<file path="config.mk">
export PLATFORM = sky130hd
export DESIGN_NAME = sit_ctrl
export DESIGN_NICKNAME = d
export VERILOG_FILES = /design/src/hdl/sit_pkg.sv /design/src/hdl/sit_ctrl.sv
export SDC_FILE = /design/constraint.sdc
export NUM_CORES = 1
export LEC_CHECK = 0
export BUFFER_PORTS_ARGS = -buffer_cell sky130_fd_sc_hd__buf_2
export CAP_MARGIN = 20
export CORE_ASPECT_RATIO = 0.9
export CORE_UTILIZATION = 47
export DETAILED_ROUTE_END_ITERATION = 10
export PLACE_DENSITY_LB_ADDON = 0.2
export SLEW_MARGIN = 20
export SYNTH_ARGS = -nofsm -noshare
export SYNTH_HDL_FRONTEND = slang
export SYNTH_SLANG_ARGS = --single-unit
</file>
<file path="constraint.sdc">
create_clock -name clk -period 1.55 [get_ports clk]
set_input_delay 0.155 -clock clk [delete_from_list [all_inputs] [get_ports clk]]
set_output_delay 0.155 -clock clk [all_outputs]
set_load 0.01 [all_outputs]
</file>
<file path="src/hdl/sit_pkg.sv">
`default_nettype none
package sit_pkg;

  localparam int TableDepth = 256;
  localparam int AddrW = $clog2(TableDepth);
  localparam int CountW = $clog2(TableDepth + 1);

  localparam logic [1:0] ModeInsert = 2'd0;
  localparam logic [1:0] ModeLookup = 2'd1;
  localparam logic [1:0] ModeNext = 2'd2;
  localparam logic [1:0] ModePrev = 2'd3;

  typedef struct packed {
    logic [1:0]  mode;
    logic [15:0] line;
    logic [11:0] pos;
    logic [15:0] stop_line;
    logic [11:0] stop_pos;
    logic signed [15:0] seq;
    logic        point_invalid;
    logic        prior_valid;
    logic [15:0] prior_line;
    logic [11:0] prior_pos;
  } req_t;

  typedef struct packed {
    logic        found;
    logic        prior_kept;
    logic [7:0]  index;
    logic [15:0] hit_start_line;
    logic [11:0] hit_start_pos;
    logic [15:0] hit_end_line;
    logic [11:0] hit_end_pos;
    logic signed [15:0] hit_seq;
    logic        full_res;
  } res_t;

  typedef enum logic [3:0] {
    ST_IDLE, ST_INS_RD, ST_INS_CMP, ST_SHIFT_RD, ST_SHIFT_WR, ST_INS_WR,
    ST_LK_RD, ST_LK_PRB, ST_LK_CMP, ST_SC_RD, ST_SC_CMP, ST_EMIT_RD, ST_EMIT,
    ST_DONE
  } state_t;

  // Commands from the controller to the datapath.
  typedef struct packed {
    logic load;       // capture request
    logic ptr_zero;   // pointer := 0
    logic ptr_inc;    // pointer += 1
    logic ptr_dec;    // pointer -= 1
    logic ptr_count;  // pointer := entry count
    logic rd;         // read memory at pointer (or pointer-1 for shift)
    logic rd_prev;
    logic rd_probe;   // read memory at the lookup probe
    logic wr_shift;   // write read data at pointer
    logic wr_new;     // write new entry at pointer, bump count
    logic lk_init;    // set up binary search
    logic lk_step;    // evaluate probe
    logic sc_step;    // evaluate scan entry
    logic sc_init;
    logic rd_best;    // read best index
    logic emit_full;
    logic emit_none;
    logic emit_entry; // emit stored entry from read data
    logic emit_prior;
  } cmd_t;

  // Status from the datapath to the controller.
  typedef struct packed {
    logic full;
    logic empty;
    logic ptr_at_end;   // pointer == count
    logic ge;           // read start >= point
    logic ptr_gt_at;    // shift pointer above insert position
    logic lk_hit;
    logic lk_stop;      // search finished without hit
    logic sc_have;
    logic sc_prior;
  } sts_t;

endpackage
`default_nettype wire

</file>
<file path="src/hdl/sit_ctrl.sv">
`default_nettype none
module sit_ctrl (
  input  wire logic          clk,
  input  wire logic          rst,
  input  wire logic          start,
  input  wire logic [1:0]    mode,
  input  wire logic          point_invalid,
  input  wire sit_pkg::sts_t sts,
  output logic               busy,
  output sit_pkg::cmd_t      cmd
);

  sit_pkg::state_t state, state_next;
  logic [1:0] op, op_next;

  always_ff @(posedge clk) begin
    if (rst) begin
      state <= sit_pkg::ST_IDLE;
      op <= sit_pkg::ModeInsert;
    end else begin
      state <= state_next;
      op <= op_next;
    end
  end

  always_comb begin
    state_next = state;
    op_next = op;
    cmd = '0;
    busy = 1'b1;
    case (state)
      sit_pkg::ST_IDLE: begin
        busy = 1'b0;
        if (start) begin
          cmd.load = 1'b1;
          cmd.ptr_zero = 1'b1;
          op_next = mode;
          case (mode)
            sit_pkg::ModeInsert: state_next = sit_pkg::ST_INS_RD;
            sit_pkg::ModeLookup: state_next = sit_pkg::ST_LK_RD;
            default: state_next = sit_pkg::ST_SC_RD;
          endcase
          if (mode == sit_pkg::ModeLookup && point_invalid) begin
            cmd.emit_none = 1'b1;
            state_next = sit_pkg::ST_DONE;
          end
        end
      end
      sit_pkg::ST_INS_RD: begin
        if (sts.full) begin
          cmd.emit_full = 1'b1;
          state_next = sit_pkg::ST_DONE;
        end else if (sts.ptr_at_end) begin
          cmd.ptr_count = 1'b1;
          state_next = sit_pkg::ST_SHIFT_RD;
        end else begin
          cmd.rd = 1'b1;
          state_next = sit_pkg::ST_INS_CMP;
        end
      end
      sit_pkg::ST_INS_CMP: begin
        if (sts.ge) begin
          cmd.ptr_count = 1'b1;
          state_next = sit_pkg::ST_SHIFT_RD;
        end else begin
          cmd.ptr_inc = 1'b1;
          state_next = sit_pkg::ST_INS_RD;
        end
      end
      sit_pkg::ST_SHIFT_RD: begin
        if (sts.ptr_gt_at) begin
          cmd.rd = 1'b1;
          cmd.rd_prev = 1'b1;
          state_next = sit_pkg::ST_SHIFT_WR;
        end else begin
          state_next = sit_pkg::ST_INS_WR;
        end
      end
      sit_pkg::ST_SHIFT_WR: begin
        cmd.wr_shift = 1'b1;
        cmd.ptr_dec = 1'b1;
        state_next = sit_pkg::ST_SHIFT_RD;
      end
      sit_pkg::ST_INS_WR: begin
        cmd.wr_new = 1'b1;
        state_next = sit_pkg::ST_EMIT_RD;
      end
      sit_pkg::ST_LK_RD: begin
        if (sts.empty) begin
          cmd.emit_none = 1'b1;
          state_next = sit_pkg::ST_DONE;
        end else begin
          cmd.lk_init = 1'b1;
          state_next = sit_pkg::ST_LK_PRB;
        end
      end
      sit_pkg::ST_LK_PRB: begin
        cmd.rd_probe = 1'b1;
        state_next = sit_pkg::ST_LK_CMP;
      end
      sit_pkg::ST_LK_CMP: begin
        cmd.lk_step = 1'b1;
        if (sts.lk_hit) begin
          cmd.emit_entry = 1'b1;
          state_next = sit_pkg::ST_DONE;
        end else if (sts.lk_stop) begin
          cmd.emit_none = 1'b1;
          state_next = sit_pkg::ST_DONE;
        end else begin
          state_next = sit_pkg::ST_LK_PRB;
        end
      end
      sit_pkg::ST_SC_RD: begin
        if (sts.ptr_at_end) begin
          state_next = sit_pkg::ST_EMIT_RD;
          cmd.rd_best = 1'b1;
        end else begin
          cmd.rd = 1'b1;
          state_next = sit_pkg::ST_SC_CMP;
        end
      end
      sit_pkg::ST_SC_CMP: begin
        cmd.sc_step = 1'b1;
        cmd.ptr_inc = 1'b1;
        state_next = sit_pkg::ST_SC_RD;
      end
      sit_pkg::ST_EMIT_RD: begin
        state_next = sit_pkg::ST_EMIT;
      end
      sit_pkg::ST_EMIT: begin
        if (op == sit_pkg::ModeInsert) cmd.emit_entry = 1'b1;
        else if (!sts.sc_have) cmd.emit_none = 1'b1;
        else if (sts.sc_prior) cmd.emit_prior = 1'b1;
        else cmd.emit_entry = 1'b1;
        state_next = sit_pkg::ST_DONE;
      end
      sit_pkg::ST_DONE: begin
        state_next = sit_pkg::ST_IDLE;
      end
      default: state_next = sit_pkg::ST_IDLE;
    endcase
    cmd.sc_init = cmd.load;
  end

endmodule
`default_nettype wire

</file>
==> out/qor.txt <==
outcome = finished with violations
failing checks = setup timing
Int Power = 1348 µW
Worst setup SP type = flop
RSZ-0062 raised after global routing = true
TritonCTS clock tree = built
Post-Syn Area per Cell = 7.496 µm²
Crit Path Max Fanout = 8
final clock skew = 9.038 ps
Antenna Cells = 0
CP max stage delay = 340 ps
largest net degree at the start of global routing = 16
synthesis-to-layout area growth = 59.94%
I/O Buffers = 34
sw frac = 45.95%
max cap viols = 0
Clk pwr share = 5.9%
final period demand of the worst path = 1812 ps
Hold Path Class = in -> reg
die area = 0.001926 mm²
EDFF count, synth = 0
Initial Util = 53.36%
Hold Buf Count CTS = 0
Final Max Slew Viols = 0
Critical Path RT = 1390 ps
CP arrival = 1660 ps
CTS max path bufs = 2
clock sink count = 6
Worst Max-Slew Pin Slew = 379.7 ps
main flop type after synthesis = dfxtp_1
Initial DRC Count = 24
count of cell types in the netlist = 39
Final Worst Setup Slack = -262.0 ps
Worst Path Class, Setup = reg -> out
Post-synth ARST share = 0%
row count = 13
number of remaining DRC errors = 0
dominant cell type by area after synthesis = dfxtp_1
Post-Syn Area = 824.5 µm²
cells after synthesis = 110
Synthesis Warnings = 0
global-route wire length before repair = 3.829 mm
PwrDens = 1890 mW/mm²
vias in the first global route = 869
I/O pin count = 35
share of total power in combinational logic = 80.7%
vias post-DR = 1,082
Rel. slew slack = 74.63%
gr usage total = 26.67%
Crit. End Element = output port
Peak VDD IR = 1.188 mV
GR peak layer = met2
GPL Wtd Cong = 0.8661
GRT Residual Overflow = 0
final hold vios = 0
core area = 0.001545 mm²
Core Util, Final = 85.34%
period utilization = 116.9%
commonest cells in the netlist = 9 x a21oi_1, 9 x nand2_1, 9 x nor3_1, 8 x nor2_1, 7 x o21ai_0
drt wl/cell = 17.21 µm
M3 GR Usage = 4.348%
top cell family by delay on the critical path = simple AND/OR/NAND/NOR gates
final wirelength = 3.098 mm
synth top area cells = dfxtp_1 15%, buf_6 8.2%, a21oi_1 5.5%, nor3_1 5.5%, o21ai_0 4.2%
Yosys reg bits = 6
met1 GRT Util = 36.75%
die height = 41.74 µm
initial antenna violation count = 0
critical path buffer and inverter count = 2
Fmax = 551.9 MHz
CTS buffer count = 3
H-tree depth = 1
via/cell ratio = 6.011
Final nets = 175
die span in x = 46.15 µm
critical path, cell by cell = buf_12 -> nor4_4 -> nand2_1 -> o31ai_1 -> buf_2
clk slew on worst S/H paths = 50 ps
hold slack = 137.4 ps
Flop pwr share = 13.4%
Slowest cell on crit path = dfxtp_2
Final setup violation count = 9
Leakage = 0.0006077 µW
layout cell share with drive strength beyond 1 = 55.06%
Synthesized Nets = 125
DPL Wire Length = 1.581 mm
met2 usage = 38.87%
Detailed Routing Iterations Pass 1 = 4
Clock Latency Late Sink = 250 ps
fill count = 82
clock root buffer = clkbuf_4
Net Switching = 1145 µW
sequential area share after synthesis = 14.57%
Yosys top cell area share = 14.57%
antenna-violating nets left = 0
==> routing by layer <==
layer | vias to the layer above | wire length [µm]
met3 | 8 | 274
met5 | - | 0
met4 | 0 | 60
met1 | 507 | 1310
met2 | 69 | 1453
li1 | 498 | -
==> path summary, 6_finish.rpt <==
kind	startpoint	endpoint	slack (ps)	cells past startpoint
max	state[1]	cmd[2]	-260	5
min	rst	op[1]	140	2
max reg2reg	state[1]	state[1]	20	7
min reg2reg	op[0]	op[0]	470	2
==> per-stage QoR <==
step | power [µW] | setup TNS, ps | instances | worst slack, ps | instance area [µm²]
after detailed placement | 1631 | 0 | 164 | 96.27 | 1012
final | 2493 | -572.7 | 180 | -262.0 | 1319
after global placement | 1615 | 0 | 164 | 107.3 | 1012
after floorplan | 1326 | 0 | 110 | 9.082 | 824.5
after CTS | 2042 | -240.4 | 172 | -85.61 | 1140
after global routing | 2628 | -1238 | 180 | -336.7 | 1319
==> placed cells by master (no fill, tap or decap), drive strengths merged, types with 2 or more instances in the layout <==
cell type / instances
clkbuf: 3
a211oi: 2
dfxtp: 6
o21ai: 8
o31ai: 2
buf: 55
nor2b: 5
a311oi: 2
nor2: 8
nand2: 9
o31a: 3
or2: 2
nor4: 3
and3: 2
nand3: 4
a21oi: 9
nor3: 10
nand2b: 5
inv: 7
==> repair_timing <==
action | 4_1_cts | 5_1_grt
pin swaps | 6 | 11
buffers inserted | 4 | 9
resized for setup | 14 | 31
gates cloned | 1 | 0
setup endpoints to repair | 13 | 17
==> power by group through the flow <==
stage / clock (µW) / sequential [µW] / combinational [µW]
after CTS: 145 / 312 / 1580
after global placement: 0 / 286 / 1330
after floorplan: 0 / 275 / 1050
after detailed placement: 0 / 291 / 1340
after global routing: 164 / 339 / 2120
final: 147 / 334 / 2010
==> final cells by class <==
type | instances | area [µm²] | share of cell area, %
clock buffers | 3 | 22.52 | 1.708
inverters | 7 | 36.28 | 2.751
multi-input cells | 86 | 656.9 | 49.81
flip-flops and latches | 6 | 132.6 | 10.06
well taps | 22 | 27.53 | 2.087
repair buffers | 56 | 442.9 | 33.59
==> cells by family (layout without fill, tap and decap cells) <==
family                 Yosys count  count (layout)  share of synthesized area [%]
buffers and inverters           18              66                          15.63
DFF                              6               6                          14.57
AOI/OAI and AO/OA               32              32                          29.44
and+or+nand+nor                 54              54                          40.37
==> sequential cells by signal, indices dropped and copies added, names as in the netlist <==
register  cells
state         4
op            2
No activity file was read; power rests on OpenSTA's default activity.
